==> src/sv/rrs_pkg.sv <==
// Shared types and constants for the read-range set table.
// Request/result payload structs, table entry layout and scan rule codes.
// No dependencies.
package rrs_pkg;

  localparam int MAX_RANGES_DEF = 64;
  localparam int WORD_W         = 32;

  typedef struct packed {
    logic              operation;
    logic [WORD_W-1:0] first_article;
    logic [WORD_W-1:0] last_article;
  } rrs_req_t;

  typedef struct packed {
    logic              article_was_read;
    logic [WORD_W-1:0] highest_read;
    logic [WORD_W-1:0] articles_read;
    logic              table_full;
  } rrs_res_t;

  localparam logic OP_MARK  = 1'b0;
  localparam logic OP_CHECK = 1'b1;

  typedef struct packed {
    logic [WORD_W-1:0] hi;
    logic [WORD_W-1:0] lo;
  } rrs_entry_t;

  typedef enum logic [1:0] {
    RULE_NONE,
    RULE_INSIDE,
    RULE_UPDATE,
    RULE_INSERT
  } rrs_kind_t;

  typedef struct packed {
    rrs_kind_t         kind;
    logic [WORD_W-1:0] new_lo;
    logic [WORD_W-1:0] new_hi;
    logic              point_hit;
  } rrs_rule_t;

endpackage

==> src/sv/rrs_mem.sv <==
// Simple dual-port table memory: one write port, one read port, registered read.
// Depends on rrs_pkg for the entry layout.
module rrs_mem #(
  parameter int DEPTH = rrs_pkg::MAX_RANGES_DEF
) (
  input  logic                     clk,
  input  logic                     we,
  input  logic [$clog2(DEPTH)-1:0] waddr,
  input  rrs_pkg::rrs_entry_t      wdata,
  input  logic [$clog2(DEPTH)-1:0] raddr,
  output rrs_pkg::rrs_entry_t      rdata
);
  import rrs_pkg::*;

  rrs_entry_t mem [DEPTH];

  always_ff @(posedge clk) begin
    if (we) begin
      mem[waddr] <= wdata;
    end
    rdata <= mem[raddr];
  end

endmodule

==> config.mk <==
export PLATFORM = sky130hd
export DESIGN_NAME = rrs_mem
export DESIGN_NICKNAME = d
export VERILOG_FILES = /design/src/sv/rrs_pkg.sv /design/src/sv/rrs_mem.sv
export SDC_FILE = /design/constraint.sdc
export NUM_CORES = 2
export LEC_CHECK = 0
export BUFFER_PORTS_ARGS = -buffer_cell sky130_fd_sc_hd__clkbuf_2
export CAP_MARGIN = 10
export CORE_MARGIN = 2
export CORE_UTILIZATION = 30
export DETAILED_ROUTE_END_ITERATION = 10
export PLACE_DENSITY = 0.47
export REMOVE_ABC_BUFFERS = 1
export SETUP_SLACK_MARGIN = 0.1
export SLEW_MARGIN = 0
export SYNTH_ARGS = -nofsm -noshare
export SYNTH_HDL_FRONTEND = slang
export SYNTH_SLANG_ARGS = --single-unit
==> constraint.sdc <==
create_clock -name clk -period 9.8 [get_ports clk]
set_clock_uncertainty 0.1 [all_clocks]
set_input_delay 0.98 -clock clk [delete_from_list [all_inputs] [get_ports clk]]
set_output_delay 0.98 -clock clk [all_outputs]
set_load 0.02 [all_outputs]
==> metrics.md <==
| Metric | Value |
|---|---|
| Post-synth top area share | 78.7% |
| Leading area contributor after synthesis | edfxtp_1 |
| Share of cells above drive strength 1 | 28.7% |
| Drt initial violations | 8,056 |
| WHS Path Cells | 1 |
| First-pass GRT wire length | 639 mm |
| Post-synth EDFFs | 4,096 |
| Worst R2R End | rdata[19] |
| FF+latch count, synth | 4,160 |
| Cell leakage power | 55.4 nW |
| Worst vdd ir | 0.000159 V |
| Hold-fix buffers, CTS | 0 |
| Fin. Hold Viols | 0 |
| Worst r2r src | mem[62][19] |
| Initial antenna violation count | 42 |
| DRC Markers | 0 |
| Final min period | 4190 ps |
| Number of port buffers | around 140 |
| First-pass iteration count of the detailed router | 6 |
| Number of max-cap violations | 0 |
| R2R Setup Slk | 7440 ps |
| Worst slew pin tran | 1300 ps |
| Busiest grt layer | met2 |
| Via density | 5.14 |
| Final Cycle Share | 42.7% |
| Setup Fix Bufs, Post-CTS | 0 |
| Pwr dens | 207 mW/mm^2 |
| Largest buffer count on any clock path | 4 |
| Starting Density | 30.1% |
| CTS Buf Count | 434 |
| Fin Hold WS | 255 ps |
| Worst Path Required | 10,490 ps |
| Top post-synthesis cells by area | edfxtp_1, mux4_2, mux2i_1 |
| H-Tree Depth | 5 |
| Total length of routed wires | 463 mm |
| Status | finished, final reports clean |
| CTS clk-pin slew, worst paths | around 60 ps |
| RSZ-0062 raised after global routing | false |
| Number of filler cells placed in the layout | approximately 48k |
| DIE AREA | 0.527 mm^2 |
| Post-route cell area | 0.181 mm^2 |
| R2R cell count | 5 |
| Die X-Extent | around 730 um |
| Met3 Use GR | 2.81% |
| Sequential share of the synthesized area | between 70% and 80% |
| Async S/R FF share, synth | 0% |
| Crit path DAT | roughly 4900 ps |
| Area post-placement | 0.167 mm^2 |
| RePlAce Congestion | 0.755 |
| Hold Crit Class | in -> reg |
| Drt wl/cell | 32.1 um |
| Global route overflow | 0 |
| Crit Path Category | in -> reg |
| Slew Viols, Final | 0 |
| Met2 usage | 28.0% |
| Hold EP | mem[8][5] |
| Worst-skew pair later-pin latency | 1030 ps |
| CP Max Fanout | 47 |
| Vias after detailed routing | 74.0k |
| Core region area | 0.520 mm^2 |
| CTS Sinks | about 4.2k |
| Site Rows | between 200 and 300 |
| Hold Path Origin | wdata[5] |
| Overall Power | 0.0374 W |
| Setup violators final | 0 |
| Hpwl dp | 252 mm |
| Yosys warning count | 0 |
| DIE HEIGHT | 726 um |
| CTS tree | yes |
| Top FF cell, synth | edfxtp_1 |
| Mapped cell area | 0.156 mm^2 |
| Synth top cells by count | edfxtp_1, mux4_2, buf_2 |
| Vias in the first global route | between 70k and 80k |
| Ports | 142 |
| Register area | 0.124 mm^2 |
| GRT met1 Usage | 24.5% |
| Max Freq | about 240 MHz |
| Final net count | between 7k and 8k |
| Average size of a mapped cell | 23.7 um^2 |
| Post-cts resize count | 0 |
| Final ANT Viol Nets | 0 |
| Worst setup SP type | input pin |
| Root Driver | clkbuf_16 |
| Relative slew margins | 13.1% |
| Multi-input logic area | 0.0308 mm^2 |
| Largest net degree at the start of global routing | ~130 |
| Count leader, synth | edfxtp_1 |
| TNS Setup | 0 ps |
| Area growth, synth to finish | 15.6% |
| Setup crit end kind | register |
| Netlist cell types | 33 |
| Mapped Cells | around 6.6k |
| GRT Total Usage | 17.2% |
-- final cells by class --
| cell class | count | share of cell area [%] |
|---|---|---|
| diodes | 12 | 0.0166 |
| clock buffers | 576 | 6.45 |
| clock inverters | 233 | 1.09 |
| inverters | 19 | 0.0395 |
| multi-input cells | 2049 | 17.0 |
| flip-flops and latches | 4160 | 68.8 |
| well taps | 6942 | 4.81 |
| repair buffers | 416 | 1.77 |
-- stage by stage --
stage               utilization, %  worst slack, ps  cells
floorplan                        -             3420   6228
global placement              32.1             4700  13600
detailed placement            32.1             4640  13600
CTS                           34.7             5750  14400
global route                  34.7             5610  14400
finish                        34.8             5610  14400
-- report_power, final --
part,internal [W],total [W],switching (W)
logic,0.000625,0.00178,0.00115
clock network,0.00880,0.0158,0.00704
registers,0.0197,0.0198,0.0000856
-- routing by layer --
metal	vias up	wire, um
li1	29500	-
met1	41600	204000
met2	2423	222000
met3	492	29000
met4	6	8020
met5	-	37
-- registers in the layout, summed over array words and instances, names as in the netlist --
signal	cells
rdata	64
mem	4096
-- worst max-delay path by stage --
stage | startpoint | to | slack [ps] | cells past startpoint
after global placement | raddr[3] | rdata[23] | 4700 | 7
after CTS | raddr[3] | rdata[23] | 5750 | 7
after global routing | raddr[3] | rdata[23] | 5610 | 7
final | raddr[3] | rdata[23] | 5610 | 7
after floorplan | waddr[4] | mem[48][0] | 3420 | 3
after detailed placement | raddr[3] | rdata[23] | 4640 | 7
-- cell families after synthesis --
| family | after synthesis | synth area share [%] |
|---|---|---|
| flops | 4160 | 79.5 |
| mux | 1159 | 15.6 |
| compound gates | 504 | 2.48 |
| buf+inv | 389 | 1.18 |
| simple gates | 386 | 1.24 |
-- worst max-delay path: stages --
cell and delay [ps]:
clkbuf_2 640, and2_4 590, buf_4 540, buf_4 860, a22o_1 240, nor2_1 80
a211oi_1 790
-- cell usage in the layout, fill, tap and decap left out, drive strengths merged --
cell      instances
edfxtp         4096
mux4           1024
clkbuf          714
buf             278
clkinv          201
a22oi           168
mux2i           135
nor2            112
a22o             88
o22ai            83
and3             64
dfxtp            64
a211oi           63
nand2            58
nand3            45
o221ai           38
or3              29
inv              29
or2              28
nor2b            28
a41oi            26
a2bb2oi          19
a31oi            18
bufinv           16
diode            12
nand2b           11
clkinvlp          6
and2              3
nor3              2
nand3b            2
nand4             2
a31o              1
nand4b            1
or3b              1
Power figures use the tool's default switching activity.
