## src/sv/rrs_pkg.sv

```systemverilog
// Shared types and constants for the read-range set table.
// Request/result payload structs, table entry layout and scan rule codes.
// No dependencies.
package rrs_pkg;

  localparam int MAX_RANGES_DEF = 64;
  localparam int WORD_W         = 32;

  typedef struct packed {
    logic              operation;
    logic [WORD_W-1:0] first_article;
    logic [WORD_W-1:0] last_article;
  } rrs_req_t;

  typedef struct packed {
    logic              article_was_read;
    logic [WORD_W-1:0] highest_read;
    logic [WORD_W-1:0] articles_read;
    logic              table_full;
  } rrs_res_t;

  localparam logic OP_MARK  = 1'b0;
  localparam logic OP_CHECK = 1'b1;

  typedef struct packed {
    logic [WORD_W-1:0] hi;
    logic [WORD_W-1:0] lo;
  } rrs_entry_t;

  typedef enum logic [1:0] {
    RULE_NONE,
    RULE_INSIDE,
    RULE_UPDATE,
    RULE_INSERT
  } rrs_kind_t;

  typedef struct packed {
    rrs_kind_t         kind;
    logic [WORD_W-1:0] new_lo;
    logic [WORD_W-1:0] new_hi;
    logic              point_hit;
  } rrs_rule_t;

endpackage

```

## src/sv/rrs_rule.sv

```systemverilog
// Rule decision for one stored range against the request's range.
// Pure logic; depends on rrs_pkg for the entry and rule types.
module rrs_rule (
  input  logic [rrs_pkg::WORD_W-1:0] lo,
  input  logic [rrs_pkg::WORD_W-1:0] hi,
  input  rrs_pkg::rrs_entry_t        entry,
  output rrs_pkg::rrs_rule_t         rule
);
  import rrs_pkg::*;

  logic [WORD_W-1:0] rs;
  logic [WORD_W-1:0] re;

  assign rs = entry.lo;
  assign re = entry.hi;

  always_comb begin
    rule.kind      = RULE_NONE;
    rule.new_lo    = rs;
    rule.new_hi    = re;
    rule.point_hit = (lo >= rs) && (lo <= re);
    // first matching rule wins, in scan priority order
    if ((lo >= rs) && (hi <= re)) begin
      rule.kind = RULE_INSIDE;
    end else if ((lo <= rs) && (hi >= rs)) begin
      rule.kind   = RULE_UPDATE;
      rule.new_lo = lo;
      rule.new_hi = (hi > re) ? hi : re;
    end else if ((hi >= re) && (lo >= rs) && (lo <= re)) begin
      rule.kind   = RULE_UPDATE;
      rule.new_hi = hi;
    end else if ((re != '1) && (lo == re + WORD_W'(1))) begin
      rule.kind   = RULE_UPDATE;
      rule.new_hi = hi;
    end else if ((rs != '0) && (hi == rs - WORD_W'(1))) begin
      rule.kind   = RULE_UPDATE;
      rule.new_lo = lo;
    end else if ((lo < rs) && (hi < rs)) begin
      rule.kind = RULE_INSERT;
    end
  end

endmodule

```

## config.mk

```make
export PLATFORM = sky130hd
export DESIGN_NAME = rrs_rule
export DESIGN_NICKNAME = d
export VERILOG_FILES = /design/src/sv/rrs_pkg.sv /design/src/sv/rrs_rule.sv
export SDC_FILE = /design/constraint.sdc
export NUM_CORES = 1
export LEC_CHECK = 0
export BUFFER_PORTS_ARGS = -buffer_cell sky130_fd_sc_hd__buf_4
export CAP_MARGIN = 20
export CORE_ASPECT_RATIO = 0.7
export CORE_MARGIN = 10
export CORE_UTILIZATION = 55
export DETAILED_ROUTE_END_ITERATION = 8
export GPL_TIMING_DRIVEN = 0
export PLACE_DENSITY = 0.85
export SLEW_MARGIN = 30
export SYNTH_ARGS = -nofsm -noshare
export SYNTH_HDL_FRONTEND = slang
export SYNTH_SLANG_ARGS = --single-unit
```

## constraint.sdc

```tcl
create_clock -name vclk -period 7.7
set_input_delay 1.925 -clock vclk [all_inputs]
set_output_delay 1.925 -clock vclk [all_outputs]
set_load 0.02 [all_outputs]
```

==> impl_metrics.env, run 1 <==
export IMPL_synth_top_area_share_pct=26.7
export IMPL_drt_initial_drc_count=879
export IMPL_cp_start_kind="primary input"
export IMPL_syn_area_mm2=0.00613
export IMPL_dp_slack_ps=-541
export IMPL_antenna_cells=0
export IMPL_crit_type="primary input to output port"
export IMPL_final_util_pct=73.5
export IMPL_cts_hold_buf=0
export IMPL_synthTopCellsByArea="ha_1, mux2_1, xnor2_1"
export IMPL_io_pins=195
export IMPL_grt_pass1_vias=6931
export IMPL_die_w_um=146
export IMPL_min_period_ps=7680
export IMPL_drt_wirelength_per_cell_um=21.9
export IMPL_synth_cells=799
export IMPL_synth_sequential_area_ratio_pct=0
export IMPL_dr_pass1_iters=5
export IMPL_yosysMostFrequentCell="ha_1"
export IMPL_row_count=32
export IMPL_seq_area_um2=0
export IMPL_placement_io_buffers=189
export IMPL_dieArea_mm2=0.0158
export IMPL_critPathCaptureType="output port"
export IMPL_min_path_cells=3
export IMPL_antenna_found_initial=0
export IMPL_dp_hpwl_um=20900
export IMPL_min_from="hi[0]"
export IMPL_grt_pass1_wl_um=37200
export IMPL_seq_cell_count=0
export IMPL_clockBufferCount=0
export IMPL_drv_cap=0
export IMPL_syn_to_final_growth_pct=31.4
export IMPL_yosysWarnings=0
export IMPL_nFillCells=911
export IMPL_fin_ws_ps=20.3
export IMPL_fmax_mhz=130
export IMPL_run_status="finished, final reports clean"
export IMPL_hold_end="rule[1]"
export IMPL_fin_area_mm2=0.00806
export IMPL_setup_viol=0
export IMPL_detail_route_antenna_nets=0
export IMPL_syn_area_per_cell_um2=7.68
export IMPL_globalRouteOverflowTotal=0
export IMPL_total_leakage_power_nw=3.82
export IMPL_drive_gt1_share_pct=24.7
export IMPL_critPathMaxFanout=10
export IMPL_vias_per_cell=6.50
export IMPL_syn_nets=1058
export IMPL_vdd_drop_max_mv=0.0705
export IMPL_synth_top_area_cell="ha_1"
export IMPL_timing_critical_path_required_ps=5780
export IMPL_critPathArrivalTime_ps=5750
export IMPL_maxSlewHeadroom_pct=40.5
export IMPL_gp_congestion=1.04
export IMPL_place_area_mm2=0.00775
export IMPL_fin_cells=1156
export IMPL_hold_viol=0
export IMPL_slew_viol_final=0
export IMPL_die_h_um=108
export IMPL_fin_crit_sh_pct=99.7
export IMPL_tightestPinTransition_ps=870
export IMPL_placed_cells=1141
export IMPL_start_util_pct=55.9
export IMPL_ys_top_cells_by_count="ha_1, inv_1, mux2_1"
export IMPL_drc_errors=0
export IMPL_hold_class="primary input to output port"
export IMPL_wl_um=25300
export IMPL_nets=1264
export IMPL_grtUsageTotal_pct=28.4
export IMPL_power_per_cell_area_mw_per_mm2=74.1
export IMPL_grt_start_max_net_pins=11
export IMPL_yosysUniqueCellTypes=66
export IMPL_vias=7509
export IMPL_core_mm2=0.0110
[worst max-delay path, cell delays in order]
cell and delay, ps:
buf_4 140, ha_1 260, nand3_2 250, nor4_4 510
nand3_1 190, mux2_2 280, o32ai_2 120, nor4_4 360
nand4b_1 410, o2bb2ai_1 300, a22o_4 260, buf_6 190
mux2_1 360, buf_4 170
[power breakdown]
part           leakage [nW]  internal, W  switching (W)  total, W
clock network             0            0              0         0
registers                 0            0              0         0
logic                  3.82     0.000260       0.000337  0.000597
[per-layer routing]
layer	global-route usage (%)	vias to the layer above	wire length [um]
met2	43.8	509	10600
met5	0	-	0
met3	10.1	50	3670
met1	37.9	3456	10500
li1	-	3494	-
met4	4.49	0	525
[area by class of cell]
| class | instances | area, um^2 | area share [%] |
|---|---|---|---|
| plain buffers | 13 | 133 | 1.65 |
| inverters | 68 | 255 | 3.17 |
| multi-input cells | 718 | 5930 | 73.6 |
| well taps | 153 | 191 | 2.38 |
| repair buffers | 204 | 1550 | 19.2 |
[worst max-delay path by stage]
stage / startpoint / cells past startpoint / slack, ps / endpoint
2_1_floorplan: entry[46] / 14 / 550 / rule[33]
3_3_place_gp: entry[46] / 15 / -460 / rule[17]
3_5_place_dp: entry[46] / 15 / -540 / rule[3]
4_1_cts: entry[1] / 15 / 10 / rule[48]
5_1_grt: entry[32] / 14 / -70 / rule[6]
6_report: entry[32] / 14 / 20 / rule[3]
[stage by stage]
step	setup TNS, ps	hold WS (ps)	total power, W
after floorplan	0	4060	0.000319
after global placement	-24400	4180	0.000544
after detailed placement	-29580	4190	0.000554
after CTS	0	4190	0.000564
after global routing	-1730	4210	0.000640
final	0	4190	0.000597
[logic make-up after synthesis]
| kind of cell | count (synthesis) | synth area share, % |
|---|---|---|
| AND/OR/NAND/NOR | 261 | 24.5 |
| AO/OA/AOI/OAI | 183 | 19.8 |
| adder cells (fa/ha/maj) | 131 | 26.7 |
| buffers and inverters | 81 | 5.83 |
| XOR/XNOR | 72 | 10.3 |
| multiplexers | 71 | 12.9 |
[cell usage in the layout (no fill, tap or decap), types with 5 or more instances in the layout]
| cell type | netlist | layout |
|---|---|---|
| or4_1 | 10 | 9 |
| nor3_1 | 26 | 25 |
| buf_4 | 0 | 203 |
| o211ai_1 | 9 | 9 |
| nor4_4 | 2 | 5 |
| nand2b_1 | 7 | 7 |
| nor2_1 | 30 | 30 |
| a21o_1 | 26 | 26 |
| inv_1 | 67 | 67 |
| a21oi_1 | 57 | 56 |
| a211oi_1 | 5 | 5 |
| a2111oi_0 | 8 | 5 |
| mux2i_1 | 8 | 8 |
| mux2_1 | 61 | 61 |
| xnor2_1 | 40 | 40 |
| a31oi_1 | 6 | 5 |
| nand3_1 | 31 | 30 |
| ha_1 | 131 | 131 |
| and3_1 | 6 | 6 |
| o31ai_1 | 5 | 5 |
| o21a_1 | 5 | 5 |
| o21ai_0 | 23 | 23 |
| nor4_1 | 14 | 9 |
| xor2_1 | 32 | 32 |
| nor4_2 | 5 | 7 |
| nor2b_1 | 10 | 9 |
| nand2_1 | 44 | 44 |
| or3_1 | 6 | 6 |
| nand4_1 | 48 | 48 |
[timing repair]
action	CTS	global route
buffers inserted	4	10
gates resized for setup	14	26
pin swaps	4	11
cloned	0	1
endpoints found under the setup margin	64	64
Note: power is estimated with default switching activity, not from simulation.
==> run 2, diff against run 1 <==
--- a/config.mk
+++ b/config.mk
@@ -7,12 +7,14 @@
 export LEC_CHECK = 0
 export BUFFER_PORTS_ARGS = -buffer_cell sky130_fd_sc_hd__buf_4
 export CAP_MARGIN = 20
+export CELL_PAD_IN_SITES_DETAIL_PLACEMENT = 1
+export CELL_PAD_IN_SITES_GLOBAL_PLACEMENT = 1
 export CORE_ASPECT_RATIO = 0.7
 export CORE_MARGIN = 10
-export CORE_UTILIZATION = 55
+export CORE_UTILIZATION = 39
 export DETAILED_ROUTE_END_ITERATION = 8
 export GPL_TIMING_DRIVEN = 0
-export PLACE_DENSITY = 0.85
+export PLACE_DENSITY_LB_ADDON = 0.1
 export SLEW_MARGIN = 30
 export SYNTH_ARGS = -nofsm -noshare
 export SYNTH_HDL_FRONTEND = slang
==> run 2 against run 1 <==
Effect of this change: combinational power rose by 1%; setup slack improved by 140 ps; non-clock buffer count rose by 1; hold slack improved by 3.0 ps; largest cell class unchanged; global-route usage fell by 3.4 points; utilization fell by 21 points; sequential share of layout area did not move.
==> impl_metrics.env, run 2 (synthesized netlist as in run 1, its figures left out) <==
export IMPL_highest_layer="met4"
export IMPL_critPathMaxFanout=10
export IMPL_layout_common_cells="buf_4, ha_1, inv_1"
export IMPL_antenna_found_initial=0
export IMPL_power_per_cell_area_mw_per_mm2=74.2
export IMPL_finalPower_w=0.000605
export IMPL_start_util_pct=39.7
export IMPL_cp_cell_sequence="clkbuf_2, inv_1, ha_1, nand4_1, or4_4, a21oi_4, a2111oi_4, a2111oi_4, a2111oi_2, nor2b_2, nand4_1, a21oi_4, buf_4, buf_6, mux2_1, buf_4"
export IMPL_die_h_um=125
export IMPL_crit_path_top_delay_cell="or4_4"
export IMPL_clkPwrFrac_pct=0
export IMPL_maxSlewHeadroom_pct=49.5
export IMPL_drt_wirelength_per_cell_um=24.0
export IMPL_dp_hpwl_um=24600
export IMPL_combPwrFrac_pct=100.0
export IMPL_dieArea_mm2=0.0212
export IMPL_timing_critical_path_required_ps=5780
export IMPL_fin_area_mm2=0.00815
export IMPL_drv_cap=0
export IMPL_cp_buffers_inverters=5
export IMPL_nets=1265
export IMPL_wl_met2_um=12000
export IMPL_setup_viol=0
export IMPL_grt_pass1_wl_um=42800
export IMPL_vias_per_cell=6.19
export IMPL_grtUsageTotal_pct=25.1
export IMPL_crit_type="primary input to output port"
export IMPL_io_pins=195
export IMPL_dr_pass1_iters=7
export IMPL_drc_errors=0
export IMPL_drive_gt1_share_pct=25.1
export IMPL_seq_cell_count=0
export IMPL_vias=7456
export IMPL_slew_viol_final=0
export IMPL_place_area_mm2=0.00781
export IMPL_detail_route_antenna_nets=0
export IMPL_vdd_drop_max_mv=0.0536
export IMPL_antenna_cells=0
export IMPL_seq_area_um2=0
export IMPL_core_mm2=0.0155
export IMPL_nFillCells=1968
export IMPL_min_from="entry[31]"
export IMPL_clockBufferCount=0
export IMPL_crit_family="simple AND/OR/NAND/NOR gates"
export IMPL_total_leakage_power_nw=3.83
export IMPL_critPathCaptureType="output port"
export IMPL_min_period_ps=7540
export IMPL_multi_input_area_mm2=0.00599
export IMPL_run_status="finished, final reports clean"
export IMPL_hold_viol=0
export IMPL_wl_um=28900
export IMPL_placement_io_buffers=189
export IMPL_p_switching_w=0.000348
export IMPL_grt_pass1_vias=7236
export IMPL_min_path_cells=3
export IMPL_tightestPinTransition_ps=752
export IMPL_layout_commonest_cell="buf_4"
export IMPL_hold_class="primary input to output port"
export IMPL_grt_start_max_net_pins=11
export IMPL_cp_slowest_stage_delay_ps=610
export IMPL_row_count=38
export IMPL_gp_congestion=0.904
export IMPL_met1_length_um=14300
export IMPL_drt_initial_drc_count=781
export IMPL_cp_start_kind="primary input"
export IMPL_syn_to_final_growth_pct=32.9
export IMPL_intPower_w=0.000257
export IMPL_critPathArrivalTime_ps=5620
export IMPL_die_w_um=170
export IMPL_switching_share_pct=57.5
export IMPL_fin_crit_sh_pct=97.9
export IMPL_power_frac_seq_pct=0
export IMPL_wl_met3_um=2440
export IMPL_hold_end="rule[64]"
export IMPL_fmax_mhz=133
export IMPL_globalRouteOverflowTotal=0
## run 2: cell count changes in the layout (fill, tap and decap cells not counted), moves of 2 or more
cell,previous run,this run
a2111oi_0,5,3
a2111oi_4,0,2
buf_4,203,205
clkbuf_2,1,3
clkbuf_4,2,0
nor4_2,7,4
nor4_4,5,8
## run 2: cell type report
type | instances | share of cell area (%)
Buffer | 13 | 1.46
Timing Repair Buffer | 205 | 18.9
Multi-Input combinational cell | 718 | 73.5
Tap cell | 200 | 3.07
Inverter | 68 | 3.13
## run 2: worst max-delay path by stage
stage | from | endpoint | slack, ps | cells after the start
floorplan | entry[46] | rule[33] | 550 | 14
global placement | entry[46] | rule[31] | -800 | 15
CTS | entry[19] | rule[57] | 3 | 14
detailed placement | entry[46] | rule[25] | -780 | 15
finish | entry[43] | rule[42] | 160 | 16
global route | entry[43] | rule[40] | -30 | 16
## run 2: power by group through the flow
stage                     Sequential [W]  Combinational (W)  Clock [W]
after floorplan                        0           0.000319          0
after global placement                 0           0.000564          0
after detailed placement               0           0.000575          0
after CTS                              0           0.000589          0
after global routing                   0           0.000654          0
final                                  0           0.000605          0
## run 2: metrics by stage
stage	util (%)	std cells	setup slack, ps	TNS, ps	hold WS (ps)
final	52.8	1204	159	0	4190
after global routing	52.8	1204	-33.9	-252	4210
after CTS	51.5	1195	2.51	0	4200
after detailed placement	50.5	1188	-782	-47220	4190
after global placement	50.5	1188	-796	-47820	4190
after floorplan	-	799	555	0	4060
## run 2: per-layer routing
| metal | up-vias | GRT usage [%] |
|---|---|---|
| met4 | 0 | 0.720 |
| li1 | 3491 | - |
| met2 | 293 | 37.1 |
| met1 | 3663 | 38.7 |
| met5 | - | 0 |
| met3 | 9 | 3.62 |
## run 2: what timing repair did
item                                    CTS  global route
endpoints found under the setup margin   66            64
gates resized for setup                  21            22
pin swaps                                 7             6
setup buffers                             7             9
hold buffers                              0             0
